===== config.mk =====
export PLATFORM = sky130hd
export DESIGN_NAME = multi_slot_periodic_timer_flat
export DESIGN_NICKNAME = d
export VERILOG_FILES = /design/src/rtl/core/mspt_pkg.sv /design/src/rtl/core/mspt_req_if.sv /design/src/rtl/core/mspt_resp_if.sv /design/src/rtl/core/multi_slot_periodic_timer.sv /design/src/rtl/core/mspt_slot_store.sv /design/src/flat_wrapper.sv
export SDC_FILE = /design/constraint.sdc
export NUM_CORES = 1
export LEC_CHECK = 0
export BUFFER_PORTS_ARGS = -buffer_cell sky130_fd_sc_hd__buf_2
export CAP_MARGIN = 20
export CORE_ASPECT_RATIO = 0.8
export CORE_MARGIN = 5
export CORE_UTILIZATION = 50
export DETAILED_ROUTE_END_ITERATION = 10
export PLACE_DENSITY = 0.72
export SKIP_LAST_GASP = 1
export SYNTH_ARGS = -nofsm -noshare
export SYNTH_HDL_FRONTEND = slang
export SYNTH_SLANG_ARGS = --single-unit

===== constraint.sdc =====
create_clock -name i_clk -period 17.8 [get_ports i_clk]
set_input_delay 1.78 -clock i_clk [delete_from_list [all_inputs] [get_ports i_clk]]
set_output_delay 1.78 -clock i_clk [all_outputs]
set_load 0.05 [all_outputs]

===== src/rtl/core/mspt_pkg.sv =====
// Package for the multi-slot periodic timer.
// Holds request and response codes, state encoding and slot record types.
// No dependencies.
package mspt_pkg;

    localparam int unsigned MAX_OUT = 8;
    localparam int unsigned CNT_W   = 4;

    localparam logic [7:0] FOREVER   = 8'd255;
    localparam logic [7:0] FULL_SLOT = 8'd255;

    typedef enum logic [2:0] {
        REQ_START   = 3'd0,
        REQ_RESTART = 3'd1,
        REQ_CANCEL  = 3'd2,
        REQ_TICK    = 3'd3,
        REQ_POLL    = 3'd4
    } t_req_type;

    typedef enum logic [2:0] {
        RESP_START   = 3'd0,
        RESP_RESTART = 3'd1,
        RESP_CANCEL  = 3'd2,
        RESP_TICK    = 3'd3,
        RESP_EXPIRY  = 3'd4,
        RESP_NONE    = 3'd5
    } t_resp_kind;

    typedef enum logic [1:0] {
        S_IDLE = 2'd0,
        S_POLL = 2'd1,
        S_DONE = 2'd2
    } t_state;

    typedef struct packed {
        logic [31:0] start;
        logic [31:0] period;
        logic [7:0]  repeats;
    } t_timing;

    typedef struct packed {
        logic        tim_we;
        logic        tag_we;
        logic [7:0]  addr;
        t_timing     tim;
        logic [15:0] tag;
    } t_wr_cmd;

    typedef struct packed {
        t_resp_kind  kind;
        logic        ok;
        logic [7:0]  slot;
        logic [15:0] tag;
        logic        last;
    } t_result;

endpackage


===== src/rtl/core/mspt_req_if.sv =====
// Request channel of the multi-slot periodic timer.
// Carries valid, ready and the request fields; no dependencies.
interface mspt_req_if;
    logic        valid;
    logic        ready;
    logic [2:0]  req_type;
    logic [7:0]  slot_id;
    logic [31:0] period_ms;
    logic [7:0]  repeat_count;
    logic [15:0] user_tag;

    modport source (output valid, req_type, slot_id, period_ms, repeat_count, user_tag,
                    input ready);
    modport sink   (input valid, req_type, slot_id, period_ms, repeat_count, user_tag,
                    output ready);
endinterface


===== src/rtl/core/mspt_resp_if.sv =====
// Response channel of the multi-slot periodic timer.
// Carries valid, ready and the response fields; no dependencies.
interface mspt_resp_if;
    logic        valid;
    logic        ready;
    logic [2:0]  resp_kind;
    logic        ok;
    logic [7:0]  slot_out;
    logic [15:0] tag_out;
    logic        last;

    modport source (output valid, resp_kind, ok, slot_out, tag_out, last, input ready);
    modport sink   (input valid, resp_kind, ok, slot_out, tag_out, last, output ready);
endinterface


===== src/rtl/core/multi_slot_periodic_timer.sv =====
// Multi-slot periodic timer: start, restart, cancel, tick and poll over a slot table.
// Start, restart, cancel and tick answer in the next cycle; outside a poll, one request per
// cycle is taken while the response side keeps up. A poll reads one slot per cycle from the
// slot memory while no expiry waits on a stalled response, and ends with the final response.
// Reset is synchronous: the tick counter is zero and all slots are free at once.
// Uses mspt_pkg, mspt_req_if, mspt_resp_if and mspt_slot_store.
module multi_slot_periodic_timer #(
    parameter int NUM_SLOTS = 8
) (
    input  logic        i_clk,
    input  logic        i_rst_n,
    mspt_req_if.sink    i_req,
    mspt_resp_if.source o_resp
);
    localparam int AW = NUM_SLOTS > 1 ? $clog2(NUM_SLOTS) : 1;

    mspt_pkg::t_state    r_state, n_state;
    logic [31:0]         r_now, n_now;
    logic [NUM_SLOTS-1:0] r_active, n_active;
    logic [AW-1:0]       r_idx, n_idx;
    logic [mspt_pkg::CNT_W-1:0] r_cnt, n_cnt;
    logic                r_pend_vld, n_pend_vld;
    logic [AW-1:0]       r_pend_slot, n_pend_slot;
    logic [15:0]         r_pend_tag, n_pend_tag;
    logic                r_out_vld, n_out_vld;
    mspt_pkg::t_result   r_out, n_out;

    mspt_pkg::t_wr_cmd   wr;
    logic [AW-1:0]       raddr;
    mspt_pkg::t_timing   rd_tim;
    logic [15:0]         rd_tag;

    logic                out_free;
    logic                req_acc;
    logic [31:0]         elapsed;
    logic                due;
    logic                ev_stall;
    logic                scan_end;
    logic [AW-1:0]       sid_idx;
    logic                sid_valid;
    logic                has_free;
    logic [AW-1:0]       free_idx;
    logic [7:0]          new_rep;

    mspt_slot_store #(
        .NUM_SLOTS(NUM_SLOTS)
    ) u_store (
        .i_clk   (i_clk),
        .i_wr    (wr),
        .i_raddr (raddr),
        .o_tim   (rd_tim),
        .o_tag   (rd_tag)
    );

    assign out_free     = !r_out_vld || o_resp.ready;
    assign i_req.ready  = (r_state == mspt_pkg::S_IDLE) && out_free;
    assign req_acc      = i_req.valid && i_req.ready;

    assign elapsed  = r_now - rd_tim.start;
    assign due      = r_active[r_idx] && (elapsed >= rd_tim.period);
    assign ev_stall = due && r_pend_vld && !out_free;
    assign scan_end = (r_idx == AW'(NUM_SLOTS - 1)) ||
                      (due && (r_cnt == mspt_pkg::CNT_W'(mspt_pkg::MAX_OUT - 1)));
    assign new_rep  = (rd_tim.repeats != mspt_pkg::FOREVER && rd_tim.repeats != 8'd0) ?
                      rd_tim.repeats - 8'd1 : rd_tim.repeats;

    assign sid_idx   = i_req.slot_id[AW-1:0];
    assign sid_valid = (i_req.slot_id < 8'(NUM_SLOTS)) && r_active[sid_idx];

    always_comb begin
        has_free = 1'b0;
        free_idx = '0;
        for (int i = NUM_SLOTS - 1; i >= 0; i--) begin
            if (!r_active[i]) begin
                has_free = 1'b1;
                free_idx = AW'(i);
            end
        end
    end

    always_comb begin
        n_state = r_state;
        unique case (r_state)
            mspt_pkg::S_IDLE: begin
                if (req_acc && i_req.req_type == mspt_pkg::REQ_POLL) begin
                    n_state = mspt_pkg::S_POLL;
                end
            end
            mspt_pkg::S_POLL: begin
                if (!ev_stall && scan_end) begin
                    n_state = mspt_pkg::S_DONE;
                end
            end
            mspt_pkg::S_DONE: begin
                if (out_free) begin
                    n_state = mspt_pkg::S_IDLE;
                end
            end
            default: n_state = mspt_pkg::S_IDLE;
        endcase
    end

    always_comb begin
        n_now       = r_now;
        n_active    = r_active;
        n_idx       = r_idx;
        n_cnt       = r_cnt;
        n_pend_vld  = r_pend_vld;
        n_pend_slot = r_pend_slot;
        n_pend_tag  = r_pend_tag;
        n_out_vld   = r_out_vld && !o_resp.ready;
        n_out       = r_out;
        wr          = '0;
        raddr       = '0;
        unique case (r_state)
            mspt_pkg::S_IDLE: begin
                if (req_acc) begin
                    unique case (mspt_pkg::t_req_type'(i_req.req_type))
                        mspt_pkg::REQ_START: begin
                            n_out_vld = 1'b1;
                            if (has_free) begin
                                n_active[free_idx] = 1'b1;
                                wr.tim_we  = 1'b1;
                                wr.tag_we  = 1'b1;
                                wr.addr    = 8'(free_idx);
                                wr.tim     = '{start: r_now, period: i_req.period_ms,
                                               repeats: i_req.repeat_count};
                                wr.tag     = i_req.user_tag;
                                n_out      = '{kind: mspt_pkg::RESP_START, ok: 1'b1,
                                               slot: 8'(free_idx), tag: 16'd0, last: 1'b1};
                            end else begin
                                n_out      = '{kind: mspt_pkg::RESP_START, ok: 1'b0,
                                               slot: mspt_pkg::FULL_SLOT, tag: 16'd0,
                                               last: 1'b1};
                            end
                        end
                        mspt_pkg::REQ_RESTART: begin
                            n_out_vld = 1'b1;
                            if (sid_valid) begin
                                wr.tim_we = 1'b1;
                                wr.addr   = i_req.slot_id;
                                wr.tim    = '{start: r_now, period: i_req.period_ms,
                                              repeats: i_req.repeat_count};
                            end
                            n_out = '{kind: mspt_pkg::RESP_RESTART, ok: sid_valid,
                                      slot: i_req.slot_id, tag: 16'd0, last: 1'b1};
                        end
                        mspt_pkg::REQ_CANCEL: begin
                            n_out_vld = 1'b1;
                            if (sid_valid) begin
                                n_active[sid_idx] = 1'b0;
                            end
                            n_out = '{kind: mspt_pkg::RESP_CANCEL, ok: sid_valid,
                                      slot: i_req.slot_id, tag: 16'd0, last: 1'b1};
                        end
                        mspt_pkg::REQ_TICK: begin
                            n_out_vld = 1'b1;
                            n_now     = r_now + 32'd1;
                            n_out     = '{kind: mspt_pkg::RESP_TICK, ok: 1'b1,
                                          slot: 8'd0, tag: 16'd0, last: 1'b1};
                        end
                        mspt_pkg::REQ_POLL: begin
                            n_idx      = '0;
                            n_cnt      = '0;
                            n_pend_vld = 1'b0;
                        end
                        default: begin
                        end
                    endcase
                end
            end
            mspt_pkg::S_POLL: begin
                raddr = r_idx;
                if (!ev_stall) begin
                    if (due) begin
                        if (r_pend_vld) begin
                            n_out_vld = 1'b1;
                            n_out     = '{kind: mspt_pkg::RESP_EXPIRY, ok: 1'b1,
                                          slot: 8'(r_pend_slot), tag: r_pend_tag,
                                          last: 1'b0};
                        end
                        n_pend_vld  = 1'b1;
                        n_pend_slot = r_idx;
                        n_pend_tag  = rd_tag;
                        wr.tim_we   = 1'b1;
                        wr.addr     = 8'(r_idx);
                        wr.tim      = '{start: r_now, period: rd_tim.period, repeats: new_rep};
                        if (new_rep == 8'd0) begin
                            n_active[r_idx] = 1'b0;
                        end
                        n_cnt = r_cnt + mspt_pkg::CNT_W'(1);
                    end
                    if (!scan_end) begin
                        n_idx = r_idx + AW'(1);
                        raddr = r_idx + AW'(1);
                    end
                end
            end
            mspt_pkg::S_DONE: begin
                if (out_free) begin
                    n_out_vld  = 1'b1;
                    n_pend_vld = 1'b0;
                    if (r_pend_vld) begin
                        n_out = '{kind: mspt_pkg::RESP_EXPIRY, ok: 1'b1,
                                  slot: 8'(r_pend_slot), tag: r_pend_tag, last: 1'b1};
                    end else begin
                        n_out = '{kind: mspt_pkg::RESP_NONE, ok: 1'b1,
                                  slot: 8'd0, tag: 16'd0, last: 1'b1};
                    end
                end
            end
            default: begin
            end
        endcase
    end

    always_ff @(posedge i_clk) begin
        if (!i_rst_n) begin
            r_state    <= mspt_pkg::S_IDLE;
            r_now      <= '0;
            r_active   <= '0;
            r_pend_vld <= 1'b0;
            r_out_vld  <= 1'b0;
        end else begin
            r_state    <= n_state;
            r_now      <= n_now;
            r_active   <= n_active;
            r_pend_vld <= n_pend_vld;
            r_out_vld  <= n_out_vld;
        end
    end

    always_ff @(posedge i_clk) begin
        r_idx       <= n_idx;
        r_cnt       <= n_cnt;
        r_pend_slot <= n_pend_slot;
        r_pend_tag  <= n_pend_tag;
        r_out       <= n_out;
    end

    assign o_resp.valid     = r_out_vld;
    assign o_resp.resp_kind = r_out.kind;
    assign o_resp.ok        = r_out.ok;
    assign o_resp.slot_out  = r_out.slot;
    assign o_resp.tag_out   = r_out.tag;
    assign o_resp.last      = r_out.last;
endmodule


===== src/rtl/core/mspt_slot_store.sv =====
// Slot record memories: timing record and user tag, one entry per slot.
// One write port and one registered read port each. Uses mspt_pkg.
module mspt_slot_store #(
    parameter int NUM_SLOTS = 8
) (
    input  logic                                          i_clk,
    input  mspt_pkg::t_wr_cmd                             i_wr,
    input  logic [(NUM_SLOTS > 1 ? $clog2(NUM_SLOTS) : 1)-1:0] i_raddr,
    output mspt_pkg::t_timing                             o_tim,
    output logic [15:0]                                   o_tag
);
    localparam int AW = NUM_SLOTS > 1 ? $clog2(NUM_SLOTS) : 1;

    mspt_pkg::t_timing r_tim_mem [NUM_SLOTS];
    logic [15:0]       r_tag_mem [NUM_SLOTS];
    mspt_pkg::t_timing r_tim_rd;
    logic [15:0]       r_tag_rd;

    always_ff @(posedge i_clk) begin
        if (i_wr.tim_we) begin
            r_tim_mem[i_wr.addr[AW-1:0]] <= i_wr.tim;
        end
        if (i_wr.tag_we) begin
            r_tag_mem[i_wr.addr[AW-1:0]] <= i_wr.tag;
        end
        r_tim_rd <= r_tim_mem[i_raddr];
        r_tag_rd <= r_tag_mem[i_raddr];
    end

    assign o_tim = r_tim_rd;
    assign o_tag = r_tag_rd;
endmodule


===== src/flat_wrapper.sv =====
// flat-port wrapper written by rule: the top's interface ports become plain ports
module multi_slot_periodic_timer_flat 
#(
    parameter int NUM_SLOTS = 8
)
  (i_clk, i_rst_n, i_req_valid, i_req_req_type, i_req_slot_id, i_req_period_ms, i_req_repeat_count, i_req_user_tag, i_req_ready, o_resp_valid, o_resp_resp_kind, o_resp_ok, o_resp_slot_out, o_resp_tag_out, o_resp_last, o_resp_ready);
  mspt_req_if i_req_i ();
  mspt_resp_if o_resp_i ();
  input  logic i_clk;
  input  logic i_rst_n;
  input wire logic [$bits(i_req_i.valid)-1:0] i_req_valid;
  input wire logic [$bits(i_req_i.req_type)-1:0] i_req_req_type;
  input wire logic [$bits(i_req_i.slot_id)-1:0] i_req_slot_id;
  input wire logic [$bits(i_req_i.period_ms)-1:0] i_req_period_ms;
  input wire logic [$bits(i_req_i.repeat_count)-1:0] i_req_repeat_count;
  input wire logic [$bits(i_req_i.user_tag)-1:0] i_req_user_tag;
  output wire logic [$bits(i_req_i.ready)-1:0] i_req_ready;
  output wire logic [$bits(o_resp_i.valid)-1:0] o_resp_valid;
  output wire logic [$bits(o_resp_i.resp_kind)-1:0] o_resp_resp_kind;
  output wire logic [$bits(o_resp_i.ok)-1:0] o_resp_ok;
  output wire logic [$bits(o_resp_i.slot_out)-1:0] o_resp_slot_out;
  output wire logic [$bits(o_resp_i.tag_out)-1:0] o_resp_tag_out;
  output wire logic [$bits(o_resp_i.last)-1:0] o_resp_last;
  input wire logic [$bits(o_resp_i.ready)-1:0] o_resp_ready;
  assign i_req_i.valid = i_req_valid;
  assign i_req_i.req_type = i_req_req_type;
  assign i_req_i.slot_id = i_req_slot_id;
  assign i_req_i.period_ms = i_req_period_ms;
  assign i_req_i.repeat_count = i_req_repeat_count;
  assign i_req_i.user_tag = i_req_user_tag;
  assign i_req_ready = i_req_i.ready;
  assign o_resp_valid = o_resp_i.valid;
  assign o_resp_resp_kind = o_resp_i.resp_kind;
  assign o_resp_ok = o_resp_i.ok;
  assign o_resp_slot_out = o_resp_i.slot_out;
  assign o_resp_tag_out = o_resp_i.tag_out;
  assign o_resp_last = o_resp_i.last;
  assign o_resp_i.ready = o_resp_ready;
  multi_slot_periodic_timer #(.NUM_SLOTS(NUM_SLOTS)) u_core (.i_clk(i_clk), .i_rst_n(i_rst_n), .i_req(i_req_i), .o_resp(o_resp_i));
endmodule

# Yosys cells after proc, flatten, opt, wreduce, memory -nomap -nowiden
# Memory sizes are Yosys's and may differ from the RTL's. A register that Yosys moved wholly into a read port is not among the register bits.
# Index checks and enable logic that the tools add are counted.
word_totals:
  out_inout_bits: 31
  memories: 2
  regBits: 99
  inputBits: 71
  elab_cells: 184
  ram_bits: 704
classes:
  eq_ne: 22
  order_cmp: 8
  addsub: 5
  n_mux: 92
  bitwise_logic: 6
  reduce_logical: 35
mem_list:
  columns: ["memory", "words", "width", "rd", "rd_clocked_by_memory_dff", "wr", "line_no", "source"]
  rows:
  - ["u_core.u_store.r_tim_mem", 8, 72, 1, 1, 1, "mspt_slot_store.sv:14", "mspt_pkg::t_timing r_tim_mem [NUM_SLOTS];"]
  - ["u_core.u_store.r_tag_mem", 8, 16, 1, 1, 1, "mspt_slot_store.sv:15", "logic [15:0] r_tag_mem [NUM_SLOTS];"]
ops:
  columns: ["operator", "n"]
  rows:
  - ["98-bit two-way mux", 2]
  - ["80-bit one-hot mux with 2 select lines", 1]
  - ["75-bit two-way mux", 2]
  - ["75-bit one-hot mux with 2 select lines", 1]
  - ["29-bit two-way mux", 5]
  - ["29-bit one-hot mux with 4 select lines", 1]
  - ["29-bit one-hot mux with 3 select lines", 1]
  - ["80-bit two-way mux", 1]
  - ["8-bit two-way mux", 7]
  - ["3-bit two-way mux", 13]
  - ["1-bit two-way mux", 33]
  - ["32-bit by 1-bit adder with 32-bit output (second input constant)", 1]
  - ["32-bit >= comparator", 1]
  - ["16-bit two-way mux", 2]
  - ["8-bit one-hot mux with 2 select lines", 2]
  - ["32-bit subtractor", 1]
  - ["27-bit two-way mux", 1]
  - ["26-bit two-way mux", 1]
  - ["8-bit AND", 2]
  - ["4-bit two-way mux", 4]
  - ["8-bit inverter", 2]
  - ["1-bit logical AND", 14]
  - ["3-bit by 4-bit < comparator with 1-bit output (second input constant)", 3]
  - ["2-bit by 1-bit != test with 1-bit output (second input constant)", 6]
  - ["other kinds (40)", 61]

# Longest topological paths before layout
logic_depth:
  word_depth: 17
  mapped_depth: 27

# Hierarchy
# Synthesis repeated with hierarchy kept, for this count alone.
unflattened:
  hier_cells: 2111
  hier_area_um2: 36562.6
modules_own_cells:
  columns: ["module", "cells_per_inst", "instances", "area_each_um2"]
  rows:
  - ["mspt_slot_store", 1129, 1, 28275.9]
  - ["multi_slot_periodic_timer", 982, 1, 8286.7]

# Worst setup path before layout
# OpenSTA, ideal clock, no wires.
synth_timing:
  path_kind: "register to register"
  from: "reg u_core.r_now[0]"
  to: "mem u_core.u_store.r_tim_mem[3][0] in the netlist's numbering, enable pin"
  path_stages_with_launch: 22
  path_slack_ns: 7.490
  arrival_time_ns: 9.719
  required_ns: 17.210
  n_path_buf: 1
  period_less_slack_ns: 10.310
  cell_sequence: "dfxtp_1 > inv_1 > ha_1 > inv_1 > fa_1 > a21o_1 > a21oi_1 > o21ai_0 > a21bo_2 > a221oi_1 > o21ai_0 > a2111o_1 > o211ai_1 > xnor2_1 > ha_1 > and4_1 > a221o_1 > o311a_1 > and3_1 > clkbuf_1 > a21o_1 > nor3_1"
synth_via:
  elab_chain_len: 9
synth_rtl:
  columns: ["element", "line_no", "source"]
  rows:
  - ["start: declaration", "multi_slot_periodic_timer.sv:18", "logic [31:0] r_now, n_now;"]
  - ["start signal: assignment", "multi_slot_periodic_timer.sv:226", "r_now <= n_now;"]
  - ["32-bit subtractor (*)", "multi_slot_periodic_timer.sv:59", "assign elapsed = r_now - rd_tim.start;"]
  - ["32-bit >= comparator (*)", "multi_slot_periodic_timer.sv:60", "assign due = r_active[r_idx] && (elapsed >= rd_tim.period);"]
  - ["1-bit logical AND (*)", "multi_slot_periodic_timer.sv:60", null]
  - ["1-bit logical AND (2 in a row)", "multi_slot_periodic_timer.sv:61", "assign ev_stall = due && r_pend_vld && !out_free;"]
  - ["1-bit two-way mux", "multi_slot_periodic_timer.sv:174", "if (!ev_stall) begin"]
  - ["1-bit one-hot mux with 2 select lines", "multi_slot_periodic_timer.sv:115", "unique case (r_state)"]
  - ["1-bit two-way mux", "mspt_slot_store.sv:20", "if (i_wr.tim_we) begin"]
  - ["1-bit two-way mux (not written as such)", "mspt_slot_store.sv:21", "r_tim_mem[i_wr.addr[AW-1:0]] <= i_wr.tim;"]
  - ["end: declaration", "mspt_slot_store.sv:14", null]
# Every way passes the cells marked *; elsewhere a longest branch is shown, timed or not.

# Worst setup path in the final report
layout_timing:
  from: "reg u_core.r_now[0]"
  to: "mem u_core.u_store.r_tim_mem[0][56] in the netlist's numbering, enable pin"
# The elaborated chain is that of the path after synthesis.

==> flow_metrics.tcl <==
set metrics [dict create \
    clock_path_buffers 3 \
    worst_slack_ps 9050 \
    die_h_um 253 \
    min_period_ps 8750 \
    synth_edf_count 759 \
    vias 23835 \
    syn-num-nets 2807 \
    cts-root-buf "clkbuf_16" \
    routedWlPerCell_um 24.9 \
    antenna_found_initial 1 \
    max_slew_margin_pct 23.7 \
    place_hpwl_mm 50.0 \
    grt_pass1_vias 23362 \
    hold_viol_final 0 \
    drv_slew 0 \
    fin_area_um2 41200 \
    cts_setup_buffers 0 \
    dp_slack_ps 9110 \
    die_area_um2 79500 \
    antenna_cells 0 \
    cp.required_ps 18070 \
    fill_cells 5709 \
    cts_resized 0 \
    clkLatencyLatePin_ps 640 \
    worstSetupStartpointType "flop" \
    htreeDepth 3 \
    grt_pass1_wl_mm 141 \
    ios 102 \
    ys_warn_count 0 \
    yosysMostFrequentCell "edfxtp_1" \
    cts.clk_slew.worst_paths_ps 60 \
    num_rows 89 \
    yosysUniqueCellTypes 72 \
    setup_tns_ps 0 \
    syn-cell-area_um2 37000 \
    synth-async-reset-ratio_pct 0 \
    synth-seq-cells 891 \
    detail-route-antenna-nets 0 \
    grt_overflow 0 \
    ctsHoldBuffers 0 \
    synth_top_cells_by_count "759 x edfxtp_1, 271 x a211oi_1, 205 x and3_1" \
    numCtsBuffers 81 \
    p_leak_nw 15.0 \
    synth_flop_cell "edfxtp_1" \
    netlist.area_leader.share_pct 61.6 \
    crit_type "reg -> reg" \
    maxCapViolCount 0 \
    fin_nets 2849 \
    synth.avg_cell_area_um2 13.9 \
    status "completed" \
    hp-class "reg -> reg" \
    drt-total-wl_mm 92.7 \
    cts_sinks 891 \
    ys_seq_area_share_pct 68.8 \
    portBuffers 101 \
    coreArea_um2 73500 \
    viasPerCell 6.40 \
    critPathArrivalTime_ps 9020 \
    layout_worst_path_cycle_share_pct 49.1 \
    crit_fanout 41 \
    grt_use_total_pct 22.8 \
    die_x_um 314 \
    routabilityCongestion 0.943 \
    end_kind "flop" \
    setup_viol 0 \
    netlist_top_cells_area "edfxtp_1 62%, dfxtp_1 7.1%, a211oi_1 5.5%, and3_1 3.5%, ha_1 2.5%" \
    fin_skew_ps 13.5 \
    synthCells 2660 \
    rsz0062_at_grt "no" \
    drt-pass1-iter-count 7 \
    drc_errors 0 \
    power_per_cell_area_nw_per_um2 126 \
    irDropWorstVdd_mv 0.0856 \
    synth_area_leader_cell "edfxtp_1" \
    tritoncts "built" \
    start_util_pct 50.3 \
    drt_iter0_drc 2721 \
    fmax_ghz 0.114 \
    layout-drive-gt1-share_pct 10.4 \
    worst_slew_pin_slew_ps 1140 \
    area_delta_synth_final_pct 11.3 \
    grt_max_degree 164 \
    dpl_cell_area_um2 38400 \
]
layout make-up:
| class | instances | area (um2) | area share [%] |
|---|---|---|---|
| Timing Repair Buffer | 141 | 858 | 2.08 |
| Tap cell | 955 | 1190 | 2.90 |
| Inverter | 89 | 334 | 0.811 |
| Multi-Input combinational cell | 1498 | 10600 | 25.8 |
| Sequential cell | 891 | 25400 | 61.8 |
| Clock inverter | 28 | 378 | 0.918 |
| Clock buffer | 121 | 2330 | 5.66 |
registers in the layout, summed over array words and instances (netlist names), 2 cells and up:
| register | cells |
|---|---|
| u_core.u_store.r_tim_mem | 576 |
| u_core.u_store.r_tag_mem | 128 |
| u_core.u_store.o_tim | 72 |
| u_core.r_now | 32 |
| u_core.o_resp.tag_out | 16 |
| u_core.r_pend_tag | 16 |
| u_core.u_store.o_tag | 16 |
| u_core.o_resp.slot_out | 8 |
| u_core.r_active | 8 |
| u_core.r_cnt | 4 |
| u_core.o_resp.resp_kind | 3 |
| u_core.r_idx | 3 |
| u_core.r_pend_slot | 3 |
| u_core.r_state | 2 |
power by group:
part	switching, mW	total (mW)	internal (mW)
Clock	0.742	1.78	1.04
Combinational	0.658	0.965	0.308
Sequential	0.0634	2.45	2.39
cells by family (layout without fill, tap and decap cells):
kind of cell | Yosys count | in the layout | share of synthesized area [%]
compound gates | 716 | 716 | 14.1
simple gates | 637 | 637 | 9.85
flops | 891 | 891 | 68.8
fa+ha+maj | 76 | 76 | 2.59
mux | 10 | 10 | 0.288
buf+inv | 271 | 379 | 2.99
xor+xnor | 59 | 59 | 1.42
stage by stage:
stage | utilization [%] | cells | total power [mW] | hold slack [ps]
2_1_floorplan | - | 2660 | 3.15 | 386
3_3_place_gp | 52.2 | 3570 | 3.42 | 387
3_5_place_dp | 52.2 | 3570 | 3.44 | 389
4_1_cts | 55.9 | 3719 | 5.20 | 405
5_1_grt | 56.0 | 3723 | 5.41 | 414
6_report | 56.0 | 3723 | 5.20 | 405
metal layers:
layer	share of wire (%)	track usage [%]	vias to the layer above
li1	-	-	10585
met1	43	32.5	11938
met2	46	36.5	1174
met3	9.3	4.70	136
met4	1.9	5.58	2
met5	0.014	0	-
placed cells by master, fill, tap and decap left out, types with 8 or more instances in the layout:
cell type and count:
clkbuf_16 84, and2_1 74, nor4_1 95, edfxtp_1 759, o22a_1 88, nor2_1 50
a211oi_1 271, and3_1 204, nand2_1 78, a21boi_0 22, o21a_1 8, or3_1 21
nand4_1 14, o21ai_0 51, buf_2 101, a22o_1 40, dfxtp_1 132, ha_1 74
bufinv_16 9, xnor2_1 42, clkinv_2 8, inv_1 89, nand2b_1 19, nand3_1 14
nor2b_1 15, xor2_1 16, o22ai_1 88, clkbuf_1 28, nor3_1 13, a21o_1 22
a21oi_1 62, clkbuf_8 9, buf_4 36
final timing paths:
| kind | start | slack, ps | to | cells after the start |
|---|---|---|---|---|
| setup reg to reg | u_core.r_now[0] | 9050 | u_core.u_store.r_tim_mem[0][56] | 25 |
| hold / removal | u_core.u_store.o_tag[2] | 410 | u_core.r_pend_tag[2] | 0 |
| setup / recovery | u_core.r_now[0] | 9050 | u_core.u_store.r_tim_mem[0][56] | 25 |
| hold reg to reg | u_core.u_store.o_tag[2] | 410 | u_core.r_pend_tag[2] | 0 |
worst max-delay path, cell delays in order, from the launching register on:
cell and delay, ps:
dfxtp_1 340, inv_1 90, ha_1 170, inv_1 50, fa_1 400, a21o_1 180, a21oi_1 260, o21ai_0 200
a21bo_2 270, a221oi_1 600, o21ai_0 330, a2111o_1 460, o211ai_1 120, xnor2_1 110, ha_1 290, and4_1 220
a221o_1 220, nand2b_1 120, o311a_1 450, and3_2 680, buf_4 660, or2_2 630, nand2_1 190, nor2_4 120
buf_4 510, buf_4 640
Power figures use the tool's default switching activity.
